$ cat config.mk
export PLATFORM = sky130hd
export DESIGN_NAME = json_string_unescape
export DESIGN_NICKNAME = d
export VERILOG_FILES = /design/src/sv/jsu_pkg.sv /design/src/sv/json_string_unescape.sv
export VERILOG_INCLUDE_DIRS = /design/src /design/src/sv
export SDC_FILE = /design/constraint.sdc
export NUM_CORES = 1
export LEC_CHECK = 0
export ABC_CLOCK_PERIOD_IN_PS = 4700
export BUFFER_PORTS_ARGS = -buffer_cell sky130_fd_sc_hd__clkbuf_2
export CAP_MARGIN = 25
export CORE_AREA = 2 2 140 142
export DETAILED_ROUTE_END_ITERATION = 10
export DIE_AREA = 0 0 142 144
export GPL_ROUTABILITY_DRIVEN = 1
export SYNTH_ARGS = -nofsm -noshare
export SYNTH_HDL_FRONTEND = slang
export SYNTH_SLANG_ARGS = --single-unit
$ cat constraint.sdc
create_clock -name aclk -period 4.7 [get_ports aclk]
set_input_delay 0 -clock aclk [delete_from_list [all_inputs] [get_ports aclk]]
set_output_delay 0 -clock aclk [all_outputs]
set_load 0.01 [all_outputs]
$ cat src/sv/json_string_unescape_assert.svh
// assertion macros for the json string unescape block
`ifndef JSON_STRING_UNESCAPE_ASSERT_SVH
`define JSON_STRING_UNESCAPE_ASSERT_SVH

// same-cycle implication, checked outside reset
`define JSU_ASSERT_IMP(label, clk, rstn, ante, cons, msg) \
    label: assert property (@(posedge clk) disable iff (!(rstn)) (ante) |-> (cons)) \
        else $error(msg);

// next-cycle implication, checked outside reset
`define JSU_ASSERT_NEXT(label, clk, rstn, ante, cons, msg) \
    label: assert property (@(posedge clk) disable iff (!(rstn)) (ante) |=> (cons)) \
        else $error(msg);

`endif

$ cat src/sv/jsu_pkg.sv
// shared types, codes and the utf-8 encoder of the json string unescape block
`timescale 1ns / 1ps

package jsu_pkg;

    localparam int MaxResults = 6;

    localparam logic [1:0] KIND_BYTE  = 2'd0;
    localparam logic [1:0] KIND_CLOSE = 2'd1;
    localparam logic [1:0] KIND_ERR   = 2'd2;

    localparam logic [2:0] ERR_NO_QUOTE      = 3'd0;
    localparam logic [2:0] ERR_UNTERM_STRING = 3'd1;
    localparam logic [2:0] ERR_UNTERM_ESCAPE = 3'd2;
    localparam logic [2:0] ERR_BAD_ESCAPE    = 3'd3;
    localparam logic [2:0] ERR_TRUNC_UNICODE = 3'd4;
    localparam logic [2:0] ERR_BAD_HEX       = 3'd5;

    localparam logic [7:0] CH_QUOTE     = 8'h22;
    localparam logic [7:0] CH_BACKSLASH = 8'h5C;
    localparam logic [7:0] CH_SLASH     = 8'h2F;
    localparam logic [7:0] CH_B         = 8'h62;
    localparam logic [7:0] CH_F         = 8'h66;
    localparam logic [7:0] CH_N         = 8'h6E;
    localparam logic [7:0] CH_R         = 8'h72;
    localparam logic [7:0] CH_T         = 8'h74;
    localparam logic [7:0] CH_U         = 8'h75;

    localparam logic [20:0] SUPPLEMENTARY_BASE = 21'h10000;

    typedef struct packed {
        logic [7:0] data;
        logic [1:0] kind;
        logic [2:0] code;
    } res_t;

    typedef struct packed {
        logic [2:0]      len;
        logic [3:0][7:0] b;
    } utf8_t;

    function automatic utf8_t utf8_encode(input logic [20:0] cp);
        utf8_t r;
        r = '0;
        if (cp <= 21'h7F) begin
            r.len  = 3'd1;
            r.b[0] = cp[7:0];
        end else if (cp <= 21'h7FF) begin
            r.len  = 3'd2;
            r.b[0] = {3'b110, cp[10:6]};
            r.b[1] = {2'b10, cp[5:0]};
        end else if (cp <= 21'hFFFF) begin
            r.len  = 3'd3;
            r.b[0] = {4'b1110, cp[15:12]};
            r.b[1] = {2'b10, cp[11:6]};
            r.b[2] = {2'b10, cp[5:0]};
        end else begin
            r.len  = 3'd4;
            r.b[0] = {5'b11110, cp[20:18]};
            r.b[1] = {2'b10, cp[17:12]};
            r.b[2] = {2'b10, cp[11:6]};
            r.b[3] = {2'b10, cp[5:0]};
        end
        return r;
    endfunction

endpackage

$ cat src/sv/json_string_unescape.sv
// json string unescape block: decodes a quoted json string into utf-8 bytes
//
//  channel | direction | ports
//  --------+-----------+------------------------------------------------------
//  s_      | in        | s_valid s_ready s_command s_in_byte
//  m_      | out       | m_valid m_ready m_out_byte m_result_kind m_error_code
//          |           | m_last_of_run
//
// each transaction is decoded in the cycle it is taken; its 0..6 results go
// to a six-entry result register. while m_ready is high it drains one result
// per cycle, and the block takes one transaction per cycle when each has at
// most one result; more results hold the input until only the last is left.
// s_ready is high when the result register is empty or its last entry leaves.
// aresetn is synchronous, active low, and returns the decoder to idle.
`timescale 1ns / 1ps

module json_string_unescape (
    input  logic       aclk,
    input  logic       aresetn,
    input  logic       s_valid,
    output logic       s_ready,
    input  logic       s_command,
    input  logic [7:0] s_in_byte,
    output logic       m_valid,
    input  logic       m_ready,
    output logic [7:0] m_out_byte,
    output logic [1:0] m_result_kind,
    output logic [2:0] m_error_code,
    output logic       m_last_of_run
);

    `include "json_string_unescape_assert.svh"

    typedef enum logic [2:0] {
        PH_IDLE,
        PH_STR,
        PH_ESC,
        PH_HEX,
        PH_HI_BS,
        PH_HI_U,
        PH_LOW
    } phase_t;

    phase_t          phase_reg, phase_next;
    logic [15:0]     hex_acc_reg, hex_acc_next;
    logic [2:0]      hex_seen_reg, hex_seen_next;
    logic            bad_reg, bad_next;
    logic [9:0]      pend_reg, pend_next;
    logic [2:0]      cnt_reg, cnt_next;
    jsu_pkg::res_t   res_reg [jsu_pkg::MaxResults];
    jsu_pkg::res_t   res_next [jsu_pkg::MaxResults];

    logic            s_accept;
    logic            m_accept;

    // decode of the current transaction
    logic            in_end;
    logic [7:0]      b;
    logic [3:0]      digit;
    logic            not_digit;
    logic [15:0]     acc_g;
    logic [2:0]      seen_g;
    logic            bad_g;
    logic            hi_en;
    logic            body_en;
    logic [20:0]     body_cp;
    logic            tail_en;
    jsu_pkg::res_t   tail;
    logic            do_str;
    logic            do_esc;
    logic            do_fail;
    logic [2:0]      fail_code;
    logic            do_judge;
    logic [15:0]     judge_cp;
    jsu_pkg::utf8_t  body_u;
    logic [2:0][7:0] hi_b;
    logic [2:0]      hi_n;
    logic [2:0]      body_n;
    logic [2:0]      load_cnt;
    jsu_pkg::res_t   load_res [jsu_pkg::MaxResults];

    // checker terms
    logic            hex_stale;
    logic            stray_data;

    assign in_end   = s_command;
    assign b        = s_in_byte;
    assign s_accept = s_valid && s_ready;
    assign m_accept = m_valid && m_ready;
    assign s_ready  = (cnt_reg == 3'd0) || ((cnt_reg == 3'd1) && m_ready);

    assign m_valid       = (cnt_reg != 3'd0);
    assign m_out_byte    = res_reg[0].data;
    assign m_result_kind = res_reg[0].kind;
    assign m_error_code  = res_reg[0].code;
    assign m_last_of_run = (cnt_reg == 3'd1);

    always_comb begin
        digit     = 4'd0;
        not_digit = 1'b0;
        if (b >= 8'h30 && b <= 8'h39) begin
            digit = 4'(b - 8'h30);
        end else if (b >= 8'h61 && b <= 8'h66) begin
            digit = 4'(b - 8'h61 + 8'd10);
        end else if (b >= 8'h41 && b <= 8'h46) begin
            digit = 4'(b - 8'h41 + 8'd10);
        end else begin
            not_digit = 1'b1;
        end
    end

    assign acc_g  = {hex_acc_reg[11:0], digit};
    assign seen_g = hex_seen_reg + 3'd1;
    assign bad_g  = bad_reg | not_digit;

    always_comb begin
        phase_next    = phase_reg;
        hex_acc_next  = hex_acc_reg;
        hex_seen_next = hex_seen_reg;
        bad_next      = bad_reg;
        pend_next     = pend_reg;
        hi_en         = 1'b0;
        body_en       = 1'b0;
        body_cp       = '0;
        tail_en       = 1'b0;
        tail          = '0;
        do_str        = 1'b0;
        do_esc        = 1'b0;
        do_fail       = 1'b0;
        fail_code     = jsu_pkg::ERR_NO_QUOTE;
        do_judge      = 1'b0;
        judge_cp      = acc_g;

        unique case (phase_reg)
            PH_STR: begin
                if (in_end) begin
                    do_fail   = 1'b1;
                    fail_code = jsu_pkg::ERR_UNTERM_STRING;
                end else begin
                    do_str = 1'b1;
                end
            end
            PH_ESC: begin
                if (in_end) begin
                    do_fail   = 1'b1;
                    fail_code = jsu_pkg::ERR_UNTERM_ESCAPE;
                end else begin
                    do_esc = 1'b1;
                end
            end
            PH_HEX, PH_LOW: begin
                if (in_end) begin
                    hi_en     = (phase_reg == PH_LOW);
                    do_fail   = 1'b1;
                    fail_code = jsu_pkg::ERR_TRUNC_UNICODE;
                end else if (seen_g == 3'd4) begin
                    hex_acc_next  = '0;
                    hex_seen_next = '0;
                    bad_next      = 1'b0;
                    if (phase_reg == PH_HEX) begin
                        if (bad_g) begin
                            do_fail   = 1'b1;
                            fail_code = jsu_pkg::ERR_BAD_HEX;
                        end else begin
                            do_judge = 1'b1;
                        end
                    end else if (bad_g) begin
                        hi_en     = 1'b1;
                        do_fail   = 1'b1;
                        fail_code = jsu_pkg::ERR_BAD_HEX;
                    end else if (acc_g[15:10] == 6'b110111) begin
                        body_en    = 1'b1;
                        body_cp    = jsu_pkg::SUPPLEMENTARY_BASE + {1'b0, pend_reg, acc_g[9:0]};
                        phase_next = PH_STR;
                    end else begin
                        hi_en    = 1'b1;
                        do_judge = 1'b1;
                    end
                end else begin
                    hex_acc_next  = acc_g;
                    hex_seen_next = seen_g;
                    bad_next      = bad_g;
                end
            end
            PH_HI_BS: begin
                if (in_end) begin
                    hi_en     = 1'b1;
                    do_fail   = 1'b1;
                    fail_code = jsu_pkg::ERR_UNTERM_STRING;
                end else if (b == jsu_pkg::CH_BACKSLASH) begin
                    phase_next = PH_HI_U;
                end else begin
                    hi_en  = 1'b1;
                    do_str = 1'b1;
                end
            end
            PH_HI_U: begin
                if (in_end) begin
                    hi_en     = 1'b1;
                    do_fail   = 1'b1;
                    fail_code = jsu_pkg::ERR_UNTERM_ESCAPE;
                end else if (b == jsu_pkg::CH_U) begin
                    hex_acc_next  = '0;
                    hex_seen_next = '0;
                    bad_next      = 1'b0;
                    phase_next    = PH_LOW;
                end else begin
                    hi_en  = 1'b1;
                    do_esc = 1'b1;
                end
            end
            default: begin
                if (!in_end && b == jsu_pkg::CH_QUOTE) begin
                    phase_next = PH_STR;
                end else begin
                    do_fail   = 1'b1;
                    fail_code = jsu_pkg::ERR_NO_QUOTE;
                end
            end
        endcase

        // complete first code unit
        if (do_judge) begin
            if (judge_cp[15:10] == 6'b110110) begin
                pend_next  = judge_cp[9:0];
                phase_next = PH_HI_BS;
            end else begin
                body_en    = 1'b1;
                body_cp    = {5'd0, judge_cp};
                phase_next = PH_STR;
            end
        end

        if (do_str) begin
            if (b == jsu_pkg::CH_QUOTE) begin
                tail_en    = 1'b1;
                tail.kind  = jsu_pkg::KIND_CLOSE;
                phase_next = PH_IDLE;
            end else if (b == jsu_pkg::CH_BACKSLASH) begin
                phase_next = PH_ESC;
            end else begin
                tail_en    = 1'b1;
                tail.data  = b;
                tail.kind  = jsu_pkg::KIND_BYTE;
                phase_next = PH_STR;
            end
        end

        if (do_esc) begin
            tail.kind  = jsu_pkg::KIND_BYTE;
            phase_next = PH_STR;
            tail_en    = 1'b1;
            unique case (b)
                jsu_pkg::CH_QUOTE:     tail.data = jsu_pkg::CH_QUOTE;
                jsu_pkg::CH_BACKSLASH: tail.data = jsu_pkg::CH_BACKSLASH;
                jsu_pkg::CH_SLASH:     tail.data = jsu_pkg::CH_SLASH;
                jsu_pkg::CH_B:         tail.data = 8'h08;
                jsu_pkg::CH_F:         tail.data = 8'h0C;
                jsu_pkg::CH_N:         tail.data = 8'h0A;
                jsu_pkg::CH_R:         tail.data = 8'h0D;
                jsu_pkg::CH_T:         tail.data = 8'h09;
                jsu_pkg::CH_U: begin
                    tail_en       = 1'b0;
                    hex_acc_next  = '0;
                    hex_seen_next = '0;
                    bad_next      = 1'b0;
                    phase_next    = PH_HEX;
                end
                default: begin
                    tail_en   = 1'b0;
                    do_fail   = 1'b1;
                    fail_code = jsu_pkg::ERR_BAD_ESCAPE;
                end
            endcase
        end

        if (do_fail) begin
            tail_en       = 1'b1;
            tail          = '0;
            tail.kind     = jsu_pkg::KIND_ERR;
            tail.code     = fail_code;
            phase_next    = PH_IDLE;
            hex_acc_next  = '0;
            hex_seen_next = '0;
            bad_next      = 1'b0;
        end
    end

    // pending high surrogate as three utf-8 bytes
    assign hi_b[0] = 8'hED;
    assign hi_b[1] = {4'hA, pend_reg[9:6]};
    assign hi_b[2] = {2'b10, pend_reg[5:0]};

    assign body_u   = jsu_pkg::utf8_encode(body_cp);
    assign hi_n     = hi_en ? 3'd3 : 3'd0;
    assign body_n   = body_en ? body_u.len : 3'd0;
    assign load_cnt = hi_n + body_n + {2'b00, tail_en};

    always_comb begin
        logic [2:0] slot;
        logic [2:0] bk;
        slot = '0;
        bk   = '0;
        for (int i = 0; i < jsu_pkg::MaxResults; i++) begin
            slot        = 3'(i);
            bk          = slot - hi_n;
            load_res[i] = tail;
            if (slot < hi_n) begin
                load_res[i]      = '0;
                load_res[i].data = hi_b[slot[1:0]];
                load_res[i].kind = jsu_pkg::KIND_BYTE;
            end else if (bk < body_n) begin
                load_res[i]      = '0;
                load_res[i].data = body_u.b[bk[1:0]];
                load_res[i].kind = jsu_pkg::KIND_BYTE;
            end
        end
    end

    always_comb begin
        cnt_next = cnt_reg;
        for (int i = 0; i < jsu_pkg::MaxResults; i++) begin
            res_next[i] = res_reg[i];
        end
        if (s_accept) begin
            cnt_next = load_cnt;
            for (int i = 0; i < jsu_pkg::MaxResults; i++) begin
                res_next[i] = load_res[i];
            end
        end else if (m_accept) begin
            cnt_next = cnt_reg - 3'd1;
            for (int i = 0; i < jsu_pkg::MaxResults - 1; i++) begin
                res_next[i] = res_reg[i + 1];
            end
        end
    end

    always_ff @(posedge aclk) begin
        for (int i = 0; i < jsu_pkg::MaxResults; i++) begin
            res_reg[i] <= res_next[i];
        end
        if (!aresetn) begin
            phase_reg    <= PH_IDLE;
            hex_acc_reg  <= '0;
            hex_seen_reg <= '0;
            bad_reg      <= 1'b0;
            pend_reg     <= '0;
            cnt_reg      <= '0;
        end else begin
            cnt_reg <= cnt_next;
            if (s_accept) begin
                phase_reg    <= phase_next;
                hex_acc_reg  <= hex_acc_next;
                hex_seen_reg <= hex_seen_next;
                bad_reg      <= bad_next;
                pend_reg     <= pend_next;
            end
        end
    end

    assign hex_stale  = (phase_reg == PH_IDLE || phase_reg == PH_STR)
                        && (hex_seen_reg != 3'd0 || bad_reg);
    assign stray_data = (m_result_kind != jsu_pkg::KIND_BYTE) && (m_out_byte != 8'd0);

    `JSU_ASSERT_IMP(a_cnt_range, aclk, aresetn, 1'b1, cnt_reg <= 3'd6, "count out of range")
    `JSU_ASSERT_NEXT(a_load_cnt, aclk, aresetn, s_accept, cnt_reg == $past(load_cnt), "bad load")
    `JSU_ASSERT_IMP(a_idle_hex, aclk, aresetn, 1'b1, !hex_stale, "stale hex state")
    `JSU_ASSERT_IMP(a_nonbyte_zero, aclk, aresetn, m_valid, !stray_data, "stray data")

endmodule
* After elaboration in Yosys (flattened, before gate mapping)
Memory sizes are Yosys's and may differ from the RTL's.
Cells that the tools add are included.
** Word-level totals
- Bits in registers :: 36
- Bits in writable memories :: 78
- Input bits :: 13
- Word-level logic and storage cells :: 256
- Memories :: 1
** Memories
- res_reg :: words 6, bits a word 13, rd ports 6, clocked after memory_dff 0, write ports 6, line json_string_unescape.sv:50 : jsu_pkg::res_t res_reg [jsu_pkg::MaxResults];
** Operators by class
- Add/sub/neg operators :: 16
- $lt $le $gt $ge :: 27
- Eq/ne operators :: 29
- Muxes and demuxes :: 154
- Bitwise operators :: 1
- Reductions and logical operators :: 22
** Operators by type and width (count)
- 13-bit 2-to-1 mux :: 14
- 21-bit 2-to-1 mux :: 8
- 16-bit 2-to-1 mux :: 9
- 65-bit 2-to-1 mux :: 2
- 3-bit 2-to-1 mux :: 33
- 8-bit binary-select mux with 2-bit select :: 6
- 8-bit 2-to-1 mux :: 9
- 8-bit case mux with 8 select lines :: 1
- 8-bit by 7-bit == test with 1-bit output (second input constant) :: 7
- 6-bit != test (second input constant) :: 9
- 1-bit 2-to-1 mux :: 49
- 16-bit case mux with 2 select lines :: 1
- 10-bit 2-to-1 mux :: 3
- 24-bit 2-to-1 mux :: 1
- 22-bit 2-to-1 mux :: 1
- 17-bit by 20-bit adder with 21-bit output (first input constant) :: 1
- 21-bit by 11-bit less-or-equal comparator with 1-bit output (second input constant) :: 1
- 21-bit by 16-bit less-or-equal comparator with 1-bit output (second input constant) :: 1
- 21-bit by 7-bit less-or-equal comparator with 1-bit output (second input constant) :: 1
- 2-bit by 3-bit < comparator with 1-bit output (second input constant) :: 6
- 3-bit < comparator :: 6
- 8-bit by 6-bit == test with 1-bit output (second input constant) :: 2
- 8-bit by 7-bit >= comparator with 1-bit output (second input constant) :: 2
- 8-bit by 7-bit less-or-equal comparator with 1-bit output (second input constant) :: 2
- other kinds (40) :: 74

* Depth between registers and ports, before layout
- Depth after elaboration :: 23
- Gate-level depth with buffers :: 21
- Depth with buffers taken out :: 18

* Worst setup path before layout
No wires, ideal clock.
- Kind :: input -> register
- Start :: input s_in_byte[1]
- End :: memory res_reg[4][8] (netlist bit), data pin
- Setup time :: 0.260 ns
- Data arrival time :: 4.009 ns
- Data required time :: 4.440 ns
- Slack :: 0.432 ns
- Stages on the path :: 19
- Buffers on the path :: 4
- Path through :: inv_1 ha_1 or3b_1 and3_1 o21ai_1 clkbuf_8 nor2_1 o21ai_0 clkbuf_1 clkbuf_1 ha_1 nor2_1 o21ai_0 and4b_1 a211o_1 clkbuf_1 nor3_1 a311oi_1 nand2_1
** RTL lines
- start, declared :: line json_string_unescape.sv:23 : input logic [7:0] s_in_byte,
- end, declared :: line json_string_unescape.sv:50

==> results by group <==
Pwr
  – Pwr Density: 357.3 nW/um^2
  – P_leak: 3.113 nW
  – Tot Pwr: between 2 and 3 mW
  – Maximum VDD drop: 0.0002189 V

Floorplan
  – Initial Util: 39.01%
  – Row count: between 50 and 60
  – Die W: 142 um
  – Top-level I/O count: 29
  – Total core area: 19080 um^2
  – DIE AREA: 20450 um^2
  – Chip height: about 140 um

STA
  – Part of the cycle the worst path needs: 93.84%
  – Min cycle time layout: 4.411 ns
  – Final setup fails: 0
  – Slew HR: 38.40%
  – Final TNS setup: 0 ns
  – Final hold vios: 0
  – RSZ-0062 raised after global routing: false
  – Pins Over Slew Limit: 0
  – Peak Freq: roughly 230 MHz
  – Hold WS: 0.1295 ns
  – Setup Skew: slightly above 0.008 ns
  – Worst-Margin Slew: a little over 0.9 ns

Worst setup path
  – Worst-path fanout max: 11
  – Critical path class: flip-flop to flip-flop
  – CP Capture Type: flip-flop
  – Crit path DAT: 4.53 ns
  – WP data required: 4.82 ns
  – Startpoint Class: flip-flop

Placed design
  – Post-DP HPWL: roughly 16 mm
  – Port Buffers: 28
  – Placer Congestion: about 0.96
  – Placed cell area: 7893 um^2

Synthesis
  – Register area share after synthesis: 40.08%
  – Netlist cell types: 90
  – Synth warn: 0
  – Seq cells post-synth: 110
  – Fraction of synthesized area in multiplexers: under 10%
  – Most common cell in the netlist: nand2_1
  – Net Count, Synth: 859
  – Synth top area cells: edfxtp_1, dfxtp_1, nand2_1
  – FFs w/ async S/R, synth: 0%
  – Post-Syn Area per Cell: 8.999 um^2
  – Synth Area in Simple Gates: 21.00%
  – Share of the synthesized area in the top cell type: a little under a third
  – Complex-gate fraction of the synthesized area: 26.97%
  – Synth Cell Area: 7442 um^2
  – Synth Instances: between 800 and 900
  – Ys flop type: edfxtp_1
  – Post-synth EDFFs: between 70 and 80
  – Synth top cells by count: nand2_1, edfxtp_1, nor2_1
  – Cell taking the most area after synthesis: edfxtp_1
  – Post-synthesis adder-cell area fraction: 3.396%
  – Largest family of logic cells by synthesized area: compound AO/OA/AOI/OAI gates
  – Xor/xnor share of the synthesized area: 0.8238%

Routing
  – Routed len/inst: 20.53 um
  – DRC viols: 0
  – Final ANT Viol Nets: 0
  – Vias per cell: 6.141
  – Vias: approximately 6700
  – Initial drt markers: 689
  – DR pass1 iterations: 5
  – Routed wire length: approximately 22 mm

Flow run
  – Max Cap Viol: 0

Outcome
  – Status: completed

Global route
  – First-pass GRT wire length: approximately 35 mm
  – Grt total ovfl: 0
  – Initial antenna violation count: 0
  – Pin count of the biggest net entering global routing: 73
  – Routing usage on met1: 31.02%
  – GR Util met3: slightly above 4%
  – GR Util All Layers: 22.17%
  – Met2 GRT Util: roughly 34%
  – Vias in the first global route: 6083
  – GR peak layer: met2

Layout
  – Synthesis-to-layout area growth: 10.73%
  – Diodes inserted: 0
  – NumNets Final: 883
  – Layout cells sized above 1: 13.67%
  – Fin area: between 8000 and 9000 um^2
  – Flip-flop count of the largest register after layout: 78

Clock tree
  – CTS buffer count: 9
  – Worst-path clk slew: ~0.08 ns
  – Clk Latency, worst-skew pair: 0.37 ns
  – Clock Path Buffers: 2
  – TritonCTS clock tree: done
  – Root Buffer: clkbuf_16
  – Sink Count: between 100 and 150
  – CTS H-tree depth: 3

Hold path
  – HP Class: primary input to flip-flop
-- area by class of cell --
cell class | instances | area (um^2)
Clock buffer | 10 | 250.2
Clock inverter | 6 | 72.57
Fill cell | 1869 | 10840
Inverter | 24 | 90.09
Multi-Input combinational cell | 638 | 4104
Sequential cell | 110 | 2983
Tap cell | 238 | 297.8
Timing Repair Buffer | 68 | 442.9
-- layout by cell type (no fill, tap or decap), types with 5 or more instances in the layout --
cell type   n
clkbuf_16  10
dfxtp_1    32
a22o_1     31
a21boi_0    7
o22ai_1     8
buf_4      39
nand3_1    21
ha_1       17
nand4_1     6
nand2b_1    7
nor4_1      6
o21ai_0    51
xnor2_1     5
a31oi_1    19
a211oi_1    5
a22oi_1     9
mux2i_1    18
a32o_1      5
o31ai_1    11
o22a_1      5
a21oi_1    54
nand2_1    95
nor3_1     17
o21a_1      5
a21o_1      6
or3_1      12
inv_1      23
o21ai_1     9
nor2b_1    23
o221ai_1    5
and3_1     12
clkbuf_2   28
o211ai_1    6
nor2_1     65
edfxtp_1   78
and2_1     10
-- power breakdown --
group	switching [mW]	total [mW]	internal, mW
clock network	0.405	0.814	0.409
registers	0.0686	1.46	1.39
logic	0.430	0.671	0.240
-- per-layer routing --
metal,vias to the layer above,share of wire (%),wire length [um]
met3,35,7.9,1763
met2,312,45,10080
met4,0,2.7,605
li1,3181,-,-
met5,-,0,0
met1,3190,45,10010
-- path summary, 6_finish.rpt --
path | slack, ns | cells after the start | to | from
worst max-delay path | 0.29 | 19 | res_reg[4][6] | hex_seen_reg[0]
worst min-delay path | 0.13 | 3 | cnt_reg[0] | aresetn
worst max register to register | 0.29 | 19 | res_reg[4][6] | hex_seen_reg[0]
worst min register to register | 0.51 | 1 | cnt_reg[1] | cnt_reg[1]
-- kinds of logic (layout without fill, tap and decap cells) --
group                    after synthesis  in the layout
multiplexers                          20             20
XOR/XNOR                               7              7
flip-flops                           110            110
AND/OR/NAND/NOR                      310            310
buffers and inverters                 79            108
AO/OA/AOI/OAI                        282            282
adder cells (fa/ha/maj)               19             19
-- timing repair --
| item | 4_1_cts | 5_1_grt |
|---|---|---|
| setup buffers | 0 | 1 |
| endpoints found under the setup margin | 0 | 9 |
| hold endpoints to repair | 1 | 0 |
| hold buffers | 1 | 0 |
| gates resized for setup | 0 | 2 |
-- stage by stage --
| step | setup slack, ns | instances | util [%] |
|---|---|---|---|
| after global placement | 0.3207 | 1076 | 41.37 |
| after global routing | 0.008373 | 1094 | 43.19 |
| after floorplan | 0.4316 | 827 | - |
| after detailed placement | 0.2638 | 1076 | 41.37 |
| after CTS | 0.2420 | 1093 | 43.11 |
| final | 0.2894 | 1094 | 43.19 |
-- critical path: stages (launching register included) --
cell	delay [ns]
dfxtp_1	0.37
ha_1	0.18
ha_1	0.30
and3b_2	0.31
o31ai_1	0.13
a2111oi_4	0.47
o2bb2ai_2	0.20
a21oi_2	0.26
nand2b_1	0.16
nor2_1	0.04
nor2_1	0.15
ha_1	0.22
nor2_1	0.09
o21ai_0	0.07
and4b_1	0.22
a211o_1	0.36
buf_4	0.22
and3_1	0.18
a21oi_1	0.13
o21ai_1	0.09
Power figures use the tool's default switching activity.
